==> config.mk <==
export PLATFORM = sky130hd
export DESIGN_NAME = fixed_partition_allocator
export DESIGN_NICKNAME = d
export VERILOG_FILES = /design/src/hw/rtl/fpa_pkg.sv /design/src/hw/rtl/fixed_partition_allocator.sv /design/src/hw/rtl/fpa_datapath.sv /design/src/hw/rtl/fpa_ctrl.sv
export SDC_FILE = /design/constraint.sdc
export NUM_CORES = 1
export LEC_CHECK = 0
export ABC_AREA = 1
export BUFFER_PORTS_ARGS = -buffer_cell sky130_fd_sc_hd__buf_2
export CAP_MARGIN = 20
export CORE_MARGIN = 2
export CORE_UTILIZATION = 45
export DETAILED_ROUTE_END_ITERATION = 12
export HOLD_SLACK_MARGIN = 0.08
export SYNTH_ARGS = -nofsm -noshare
export SYNTH_HDL_FRONTEND = slang
export SYNTH_HIERARCHICAL = 1
export SYNTH_SLANG_ARGS = --single-unit
==> constraint.sdc <==
create_clock -name clk -period 3.85 [get_ports clk]
set_input_delay 0.385 -clock clk [delete_from_list [all_inputs] [get_ports clk]]
set_output_delay 0.385 -clock clk [all_outputs]
set_load 0.02 [all_outputs]
==> src/hw/rtl/fpa_pkg.sv <==
// ----------------------------------------------------------------------------
// fpa_pkg
// Shared types and constants of the fixed-partition allocator: register
// indexes, policy codes, field widths and the controller/datapath interface.
// ----------------------------------------------------------------------------
package fpa_pkg;

	// Default geometry handed to the top level parameters.
	localparam int DEF_PARTS     = 4;
	localparam int DEF_SIZE_BITS = 16;

	// Fixed field widths of the stream and configuration ports.
	localparam int REQ_W       = 16;
	localparam int PNUM_W      = 3;
	localparam int OUT_WASTE_W = 16;
	localparam int TOTAL_W     = 18;
	localparam int S_TDATA_W   = 16;
	localparam int M_TDATA_W   = 40;
	localparam int CFG_IDX_W   = 3;
	localparam int CFG_DATA_W  = 16;
	localparam int POLICY_W    = 2;
	localparam int PCOUNT_W    = 3;
	localparam int SIZE_REGS   = 4;

	localparam logic [PCOUNT_W-1:0] PCOUNT_RST = 3'd4;
	localparam logic [TOTAL_W-1:0]  TOTAL_MAX  = '1;

	// Configuration register indexes.
	typedef enum logic [CFG_IDX_W-1:0] {
		CFG_POLICY,
		CFG_PART_COUNT,
		CFG_SIZE_0,
		CFG_SIZE_1,
		CFG_SIZE_2,
		CFG_SIZE_3
	} cfg_idx_t;

	// Placement policies.
	typedef enum logic [POLICY_W-1:0] {
		POL_FIRST,
		POL_NEXT,
		POL_BEST,
		POL_WORST
	} policy_t;

	// Controller to datapath commands.
	typedef struct packed {
		logic start;   // latch the accepted request and set up the scan
		logic step;    // examine one partition
		logic commit;  // update state and load the result register
	} cmd_t;

	// Datapath to controller status.
	typedef struct packed {
		logic skip;       // clear request, or no active partitions: no scan
		logic scan_last;  // the partition examined now is the last one
	} status_t;

endpackage

==> src/hw/rtl/fixed_partition_allocator.sv <==
// ----------------------------------------------------------------------------
// fixed_partition_allocator
// Places memory requests into fixed partitions by first, next, best or worst
// fit and reports grant, partition number, waste and running waste total.
// ----------------------------------------------------------------------------
//
// Channel   Direction  Handshake            Contents
// s_*       in         s_tvalid/s_tready    s_tuser kind, s_tdata request_size
// m_*       out        m_tvalid/m_tready    m_tuser granted, m_tdata result
// cfg_*     in         cfg_we               cfg_index register, cfg_data value
//
// An allocate request is accepted, then scanned, then committed. In the scan
// the single size comparator and waste subtractor examine the active
// partitions, part_count capped at PARTS, one at a time; the commit uses the
// waste adder and waits while the output register holds a result not yet taken.
// A clear request, or any request with no active partitions, examines no
// partition.
// Reset clears all busy marks, the next-fit pointer and the waste total at
// once; there is no clearing pass. A finished result waits in the output
// register while the next request is accepted and scanned; only the commit
// waits for that register to empty.
//
// Register indexes: 0 policy, 1 part_count, 2 to 5 the sizes of partitions
// one to four. Writes to other indexes are ignored, as are size registers for
// partitions that are not built.
module fixed_partition_allocator #(
	parameter int PARTS     = fpa_pkg::DEF_PARTS,
	parameter int SIZE_BITS = fpa_pkg::DEF_SIZE_BITS
) (
	input  logic                            clk,
	input  logic                            arst_n,
	// Configuration write port.
	input  logic                            cfg_we,
	input  logic [fpa_pkg::CFG_IDX_W-1:0]   cfg_index,
	input  logic [fpa_pkg::CFG_DATA_W-1:0]  cfg_data,
	// Request stream.
	input  logic                            s_tvalid,
	output logic                            s_tready,
	input  logic [fpa_pkg::S_TDATA_W-1:0]   s_tdata,   // [15:0] request_size
	input  logic                            s_tuser,   // [0] kind (1 frees all)
	// Result stream.
	output logic                            m_tvalid,
	input  logic                            m_tready,
	output logic [fpa_pkg::M_TDATA_W-1:0]   m_tdata,   // [2:0] partition_number,
	                                                   // [18:3] waste,
	                                                   // [36:19] total_waste,
	                                                   // [39:37] zero
	output logic                            m_tuser    // [0] granted
);
	import fpa_pkg::*;

	cmd_t                    cmd;
	status_t                 status;
	logic [PNUM_W-1:0]       res_pnum;
	logic [OUT_WASTE_W-1:0]  res_waste;
	logic [TOTAL_W-1:0]      res_total;

	// The controller only sequences; all state that the results depend on
	// lives in the datapath.
	fpa_ctrl u_ctrl (
		.clk      (clk),
		.arst_n   (arst_n),
		.s_tvalid (s_tvalid),
		.s_tready (s_tready),
		.m_tvalid (m_tvalid),
		.m_tready (m_tready),
		.status   (status),
		.cmd      (cmd)
	);

	fpa_datapath #(
		.PARTS     (PARTS),
		.SIZE_BITS (SIZE_BITS)
	) u_datapath (
		.clk         (clk),
		.arst_n      (arst_n),
		.cfg_we      (cfg_we),
		.cfg_index   (cfg_index),
		.cfg_data    (cfg_data),
		.req_size    (s_tdata[REQ_W-1:0]),
		.req_kind    (s_tuser),
		.cmd         (cmd),
		.status      (status),
		.res_granted (m_tuser),
		.res_pnum    (res_pnum),
		.res_waste   (res_waste),
		.res_total   (res_total)
	);

	// Result fields packed from the lowest bit up, zero padded to whole bytes.
	assign m_tdata = M_TDATA_W'({res_total, res_waste, res_pnum});

endmodule

==> src/hw/rtl/fpa_datapath.sv <==
// ----------------------------------------------------------------------------
// fpa_datapath
// Configuration registers, busy marks, next-fit pointer, running waste total
// and the one-partition-per-cycle scan unit with its result register.
// ----------------------------------------------------------------------------
module fpa_datapath #(
	parameter int PARTS     = fpa_pkg::DEF_PARTS,
	parameter int SIZE_BITS = fpa_pkg::DEF_SIZE_BITS
) (
	input  logic                              clk,
	input  logic                              arst_n,
	input  logic                              cfg_we,
	input  logic [fpa_pkg::CFG_IDX_W-1:0]     cfg_index,
	input  logic [fpa_pkg::CFG_DATA_W-1:0]    cfg_data,
	input  logic [fpa_pkg::REQ_W-1:0]         req_size,
	input  logic                              req_kind,
	input  fpa_pkg::cmd_t                     cmd,
	output fpa_pkg::status_t                  status,
	output logic                              res_granted,
	output logic [fpa_pkg::PNUM_W-1:0]        res_pnum,
	output logic [fpa_pkg::OUT_WASTE_W-1:0]   res_waste,
	output logic [fpa_pkg::TOTAL_W-1:0]       res_total
);
	import fpa_pkg::*;

	localparam int IDX_W = (PARTS > 1) ? $clog2(PARTS) : 1;
	localparam int CNT_W = $clog2(PARTS + 1);
	localparam int SUM_W = ((SIZE_BITS > TOTAL_W) ? SIZE_BITS : TOTAL_W) + 1;
	localparam int PN_W  = IDX_W + 1;

	policy_t               policy_q;
	logic [PCOUNT_W-1:0]   pcount_q;
	logic [SIZE_BITS-1:0]  size_q [PARTS];
	logic [PARTS-1:0]      busy_q;
	logic [IDX_W-1:0]      ptr_q;
	logic [TOTAL_W-1:0]    sum_q;

	logic                  kind_q;
	logic [SIZE_BITS-1:0]  req_q;
	logic [IDX_W-1:0]      k_q;
	logic [CNT_W-1:0]      cnt_q;
	logic                  found_q;
	logic [IDX_W-1:0]      pick_q;
	logic [SIZE_BITS-1:0]  best_q;
	logic [SIZE_BITS-1:0]  wst_q;

	logic [CNT_W-1:0]      n_act;
	logic [CNT_W-1:0]      k_inc;
	logic [IDX_W-1:0]      k_next;
	logic [SIZE_BITS-1:0]  cur_size;
	logic                  fit;
	logic                  better;
	logic                  take;
	logic [SUM_W-1:0]      sum_wide;
	logic [TOTAL_W-1:0]    sum_sat;

	// A partition count above the number of built partitions acts as the full set.
	always_comb begin
		n_act = (32'(pcount_q) > PARTS) ? CNT_W'(PARTS) : CNT_W'(pcount_q);
	end

	always_comb begin
		k_inc    = CNT_W'(k_q) + CNT_W'(1);
		k_next   = (k_inc == n_act) ? '0 : IDX_W'(k_inc);
		cur_size = size_q[k_q];
		fit      = !busy_q[k_q] && (cur_size >= req_q);
		case (policy_q)
			POL_BEST:  better = cur_size < best_q;
			POL_WORST: better = cur_size > best_q;
			default:   better = 1'b0;
		endcase
		take     = fit && (!found_q || better);
		sum_wide = SUM_W'(sum_q) + SUM_W'(wst_q);
		sum_sat  = (sum_wide > SUM_W'(TOTAL_MAX)) ? TOTAL_MAX : TOTAL_W'(sum_wide);
	end

	assign status.skip      = kind_q || (n_act == '0);
	assign status.scan_last = (cnt_q + CNT_W'(1)) == n_act;

	// Configuration writes.
	always_ff @(posedge clk or negedge arst_n) begin
		if (!arst_n) begin
			policy_q <= POL_FIRST;
			pcount_q <= PCOUNT_RST;
			for (int p = 0; p < PARTS; p++) begin
				size_q[p] <= '0;
			end
		end else if (cfg_we) begin
			unique case (cfg_index)
				CFG_POLICY:     policy_q <= policy_t'(cfg_data[POLICY_W-1:0]);
				CFG_PART_COUNT: pcount_q <= cfg_data[PCOUNT_W-1:0];
				default: ;
			endcase
			for (int p = 0; p < PARTS; p++) begin
				if ((p < SIZE_REGS) && (cfg_index == CFG_IDX_W'(int'(CFG_SIZE_0) + p))) begin
					size_q[p] <= SIZE_BITS'(cfg_data);
				end
			end
		end
	end

	// Scan and commit.
	always_ff @(posedge clk or negedge arst_n) begin
		if (!arst_n) begin
			busy_q      <= '0;
			ptr_q       <= '0;
			sum_q       <= '0;
			kind_q      <= 1'b0;
			req_q       <= '0;
			found_q     <= 1'b0;
			pick_q      <= '0;
			best_q      <= '0;
			wst_q       <= '0;
			cnt_q       <= '0;
			k_q         <= '0;
			res_granted <= 1'b0;
			res_pnum    <= '0;
			res_waste   <= '0;
			res_total   <= '0;
		end else begin
			if (cmd.start) begin
				kind_q  <= req_kind;
				req_q   <= SIZE_BITS'(req_size);
				k_q     <= ((policy_q == POL_NEXT) && (CNT_W'(ptr_q) < n_act)) ? ptr_q : '0;
				cnt_q   <= '0;
				found_q <= 1'b0;
			end
			if (cmd.step) begin
				if (take) begin
					found_q <= 1'b1;
					pick_q  <= k_q;
					best_q  <= cur_size;
					wst_q   <= cur_size - req_q;
				end
				cnt_q <= cnt_q + CNT_W'(1);
				k_q   <= k_next;
			end
			if (cmd.commit) begin
				if (kind_q) begin
					busy_q      <= '0;
					sum_q       <= '0;
					ptr_q       <= '0;
					res_granted <= 1'b0;
					res_pnum    <= '0;
					res_waste   <= '0;
					res_total   <= '0;
				end else if (found_q) begin
					busy_q[pick_q] <= 1'b1;
					if (policy_q == POL_NEXT) begin
						ptr_q <= pick_q;
					end
					sum_q       <= sum_sat;
					res_granted <= 1'b1;
					res_pnum    <= PNUM_W'(PN_W'(pick_q) + PN_W'(1));
					res_waste   <= OUT_WASTE_W'(wst_q);
					res_total   <= sum_sat;
				end else begin
					res_granted <= 1'b0;
					res_pnum    <= '0;
					res_waste   <= '0;
					res_total   <= sum_q;
				end
			end
		end
	end

	a_grant_marks_one: assert property (@(posedge clk) disable iff (!arst_n)
		(cmd.commit && !kind_q && found_q)
		|=> ($countones(busy_q) == $past($countones(busy_q)) + 1))
		else $error("grant did not mark exactly one free partition busy");

	a_clear_empties: assert property (@(posedge clk) disable iff (!arst_n)
		(cmd.commit && kind_q) |=> ((busy_q == '0) && (sum_q == '0) && (ptr_q == '0)))
		else $error("clear request left state behind");

	a_total_monotonic: assert property (@(posedge clk) disable iff (!arst_n)
		(cmd.commit && !kind_q) |=> (sum_q >= $past(sum_q)))
		else $error("waste total decreased without a clear");

endmodule

==> src/hw/rtl/fpa_ctrl.sv <==
// ----------------------------------------------------------------------------
// fpa_ctrl
// Sequencer of the allocator: accepts one request, steps the scan and
// commits the result into the output register when that is free.
// ----------------------------------------------------------------------------
module fpa_ctrl (
	input  logic              clk,
	input  logic              arst_n,
	input  logic              s_tvalid,
	output logic              s_tready,
	output logic              m_tvalid,
	input  logic              m_tready,
	input  fpa_pkg::status_t  status,
	output fpa_pkg::cmd_t     cmd
);
	import fpa_pkg::*;

	typedef enum logic [1:0] {
		ST_IDLE,
		ST_SCAN,
		ST_COMMIT
	} state_t;

	state_t state_q;
	logic   out_valid_q;
	logic   slot_free;

	assign s_tready   = (state_q == ST_IDLE);
	assign m_tvalid   = out_valid_q;
	assign slot_free  = !out_valid_q || m_tready;

	assign cmd.start  = s_tready && s_tvalid;
	assign cmd.step   = (state_q == ST_SCAN) && !status.skip;
	assign cmd.commit = (state_q == ST_COMMIT) && slot_free;

	always_ff @(posedge clk or negedge arst_n) begin
		if (!arst_n) begin
			state_q     <= ST_IDLE;
			out_valid_q <= 1'b0;
		end else begin
			if (cmd.commit) begin
				out_valid_q <= 1'b1;
			end else if (m_tready) begin
				out_valid_q <= 1'b0;
			end
			unique case (state_q)
				ST_IDLE: begin
					if (s_tvalid) begin
						state_q <= ST_SCAN;
					end
				end
				ST_SCAN: begin
					if (status.skip || status.scan_last) begin
						state_q <= ST_COMMIT;
					end
				end
				ST_COMMIT: begin
					if (slot_free) begin
						state_q <= ST_IDLE;
					end
				end
				default: state_q <= ST_IDLE;
			endcase
		end
	end

	a_commit_shows: assert property (@(posedge clk) disable iff (!arst_n)
		cmd.commit |=> m_tvalid)
		else $error("committed result not presented");

	a_no_overwrite: assert property (@(posedge clk) disable iff (!arst_n)
		(m_tvalid && !m_tready) |-> !cmd.commit)
		else $error("result overwritten before it was taken");

	a_one_at_a_time: assert property (@(posedge clk) disable iff (!arst_n)
		cmd.start |=> !s_tready)
		else $error("second request accepted during a scan");

endmodule
==> results.py <==
metrics = {
    "flow_run": {
        "drv_cap": 0,
    },
    "routing": {
        "drt_first_iter_violations": 502,
        "met2_length_um": 10200,
        "drc": 0,
        "ant_nets": 0,
        "via_per_inst": 5.09,
        "met3_length_um": 861,
        "firstDrtPassIters": 7,
        "top_layer": "met4",
        "wl_per_cell_um": 14.4,
        "wl_met1_um": 11400,
        "vias": 7999,
        "drt_wl_total_um": 22700,
    },
    "floorplanning": {
        "die_area_mm2": 0.0226,
        "core-area_mm2": 0.0210,
        "fp.dieW_um": 150,
        "io_pins": 84,
        "die_h_um": 150,
        "rows": 53,
        "initial_core_util": 0.458,
    },
    "run_status": {
        "outcome": "finished clean",
    },
    "placed_design": {
        "io_buffers": 80,
        "finalWeightedCongestion": 0.905,
        "dp_cells": 1540,
        "dpl.hpwl_um": 16200,
        "post_dp_cell_area_mm2": 0.0102,
        "place_ws_ns": 0.361,
    },
    "final_layout": {
        "nets": 1383,
        "fin_util": 0.515,
        "multiInputGateArea_mm2": 0.00447,
        "diodes": 0,
        "fill_cells": 2057,
        "area_delta_synth_final_pct": 12.5,
        "final_area_mm2": 0.0108,
        "seqCellArea_mm2": 0.00433,
        "drive_gt1_frac": 0.116,
        "stdcell_count": 1573,
    },
    "critical_path": {
        "slowest_stage": "fa_1",
        "crit_path_end_kind": "flip-flop",
        "critPathMaxFanout": 35,
        "crit_family": "simple AND/OR/NAND/NOR gates",
        "cp.required_ns": 4.17,
        "r2r.worst_path.cells": 17,
        "crit_path_start_kind": "flip-flop",
        "arrival_ns": 3.77,
        "worst-path-buf-inv": 4,
        "r2r-start": "u_datapath/k_q[0]$_DFFE_PN0P_",
        "reg2reg_slack_ns": 0.40,
        "critical_path.reg2reg.endpoint": "u_datapath/wst_q[9]$_DFFE_PN0P_",
        "path_class": "reg2reg",
        "max_stage_delay_ns": 0.40,
        "path_cells": "clkinv_1 -> buf_4 -> nand2_1 -> a32oi_1 -> inv_1 -> ha_1 -> fa_1 -> nor2_1 -> o21ai_1 -> nand2_2 -> nand2_1 -> nand3_1 -> nand2_2 -> inv_4 -> nand3_4 -> nand2_1 -> nand2_1",
        "cpMostUsedCell": "nand2_1",
    },
    "sta": {
        "period_minus_slack_ns": 3.45,
        "setup_viol": 0,
        "slew_viol_final": 0,
        "skew_ns": 0.0137,
        "fin_ws_ns": 0.402,
        "whs_ns": 0.0367,
        "rsz0062_at_grt": "false",
        "hold_viol_final": 0,
        "worstMarginPinSlew_ns": 1.03,
        "final_min_period_over_clock_period": 0.896,
        "max_slew_margin": 0.310,
        "finalSetupTns_ns": 0,
        "fmax_mhz": 290,
    },
    "power": {
        "p_leak_nw": 5.67,
        "internal_power_mw": 4.90,
        "seqPwrFrac": 0.288,
        "vdd_drop_max_v": 0.000546,
        "p_clk_frac": 0.191,
        "switching_share": 0.468,
        "p_sw_mw": 4.30,
        "combPwrFrac": 0.521,
        "p_per_area_mw_per_mm2": 850,
        "finalPower_mw": 9.20,
    },
    "global_route": {
        "grt_first_pass_wirelength_um": 38600,
        "grt_pass1_vias": 7602,
        "antenna_found_initial": 0,
        "overflow": 0,
        "track_usage": 0.215,
        "grt_max_degree": 94,
    },
    "clock_tree": {
        "tritoncts": "yes",
        "cts_setup_buffers": 0,
        "clock-sinks": 173,
        "cts.htree.levels": 4,
        "ctsRootBufferMaster": "clkbuf_16",
        "cts_buffer_depth": 2,
        "path_clk_slew_ns": 0.07,
        "cts_buffers": 17,
        "clk-insertion-delay-late_ns": 0.44,
        "ctsHoldBuffers": 0,
    },
    "synthesis": {
        "yosysWarnings": 6,
        "synth_cell_types": 43,
        "synth_edf_count": 0,
        "synth_seq_cells": 173,
        "async_reset_ff_frac": 1.00,
        "synth_cells": 1219,
        "netlist_area_mm2": 0.00963,
        "synth_flop_cell": "dfrtp_1",
        "yosysSeqAreaShare": 0.450,
        "synth_area_per_cell_um2": 7.90,
    },
    "hold_path": {
        "hold_path.class": "in2async",
    },
}
[timing repair]
action / in CTS / in global routing
gates resized for setup: 0 / 1
hold endpoints to repair: 0 / 0
setup endpoints to repair: 0 / 8
[how the worst max path moves through the flow]
stage               cells past startpoint  slack [ns]                     startpoint                                end
global route                           17        0.04  u_datapath/k_q[0]$_DFFE_PN0P_  u_datapath/best_q[11]$_DFFE_PN0P_
global placement                       16        0.46  u_datapath/k_q[0]$_DFFE_PN0P_    u_datapath/wst_q[9]$_DFFE_PN0P_
finish                                 17        0.40  u_datapath/k_q[0]$_DFFE_PN0P_    u_datapath/wst_q[9]$_DFFE_PN0P_
floorplan                              19        1.02  u_datapath/k_q[1]$_DFFE_PN0P_   u_datapath/pick_q[0]$_DFFE_PN0P_
CTS                                    14        0.34  u_datapath/k_q[1]$_DFFE_PN0P_    u_datapath/wst_q[7]$_DFFE_PN0P_
detailed placement                     14        0.36  u_datapath/k_q[1]$_DFFE_PN0P_    u_datapath/wst_q[7]$_DFFE_PN0P_
[per-layer routing]
metal | global-route usage | vias up
met3 | 0.0358 | 23
met5 | 0 | -
met2 | 0.335 | 145
li1 | - | 4093
met4 | 0.0547 | 0
met1 | 0.312 | 3738
[cell usage in the layout (no fill, tap or decap), types with 2 or more instances in the layout]
master      Yosys  final
dfrtp_1       172    172
conb_1          1      3
o22ai_1        16     16
fa_1            2      2
o21ai_1         3      3
inv_6           0      5
a21oi_1        46     46
o22ai_2         3      3
buf_2           3     79
clkbuf_16       0     17
xor2_1         14     14
nand3_1        39     39
a21o_1          5      5
o21a_1          2      2
nor2_2          3      4
nand4_1        37     37
ha_1           55     55
a21oi_2         2      2
o21bai_1        2      2
nand2_2         6      6
nand2_1       361    361
xnor2_1        10     10
a31oi_1         2      2
inv_1         136    135
a32oi_1         2      2
buf_4           4     12
nor2_1         75     74
clkbuf_8        8      2
o21ai_0       157    157
inv_8           0      3
nor3_1          7      6
clkinvlp_4      0      2
[sequential cells by signal, summed over array words and instances (netlist names)]
signal                  cells
u_datapath/ptr_q            2
u_datapath/pcount_q         3
u_datapath/size_q          64
u_datapath/k_q              2
u_datapath/pick_q           2
u_datapath/best_q          16
u_datapath/cnt_q            3
u_datapath/res_waste       16
u_datapath/req_q           16
u_ctrl/state_q              2
u_datapath/wst_q           16
u_datapath/res_pnum         3
u_datapath/res_granted      1
u_datapath/found_q          1
u_ctrl/m_tvalid             1
u_datapath/busy_q           4
u_datapath/sum_q           18
u_datapath/kind_q           1
u_datapath/policy_q         2
[area by class of cell]
class	instances	share of cell area
timing repair buffer	95	0.0517
inverter	138	0.0484
clock buffer	19	0.0418
sequential	173	0.400
multi-input combinational	860	0.413
clock inverter	13	0.0134
tap	275	0.0318
[power by group through the flow]
stage | Clock, mW | Combinational (mW) | Sequential (mW)
2_1_floorplan | 0 | 3.66 | 2.67
3_3_place_gp | 0 | 4.72 | 2.67
3_5_place_dp | 0 | 4.75 | 2.67
4_1_cts | 1.80 | 4.78 | 2.64
5_1_grt | 1.88 | 5.47 | 2.71
6_report | 1.76 | 4.80 | 2.64
[cell families (layout without fill, tap and decap cells)]
logic type,after synthesis,after routing,share of synthesized area
buffers and inverters,188,265,0.0873
AOI/OAI and AO/OA,242,242,0.135
DFF,173,173,0.450
adders and majority gates,57,57,0.0756
other,1,3,0.000390
and+or+nand+nor,534,534,0.230
xor gates and xnor gates,24,24,0.0218
[synthesized netlist by cell type, types with 2 or more instances]
cell type    n  area (um2)
o22ai_1     16         100
o21bai_1     2        15.0
o22ai_2      3        37.5
a21oi_2      2        17.5
a32oi_1      2        17.5
nand4_1     37         231
clkbuf_8     8         110
a21o_1       5        37.5
dfrtp_1    172        4300
o21a_1       2        15.0
xnor2_1     10        87.6
nand2_1    361        1360
nor2_2       3        18.8
a31oi_1      2        12.5
o21ai_0    157         786
xor2_1      14         123
buf_4        4        30.0
o21ai_1      3        15.0
buf_2        3        15.0
a21oi_1     46         230
buf_6        4        45.0
fa_1         2        40.0
nor2_1      75         282
inv_1      136         510
nor3_1       7        35.0
ha_1        55         688
nand2_2      6        37.5
clkbuf_1    29         109
nand3_1     39         195
Power figures use the tool's default switching activity.
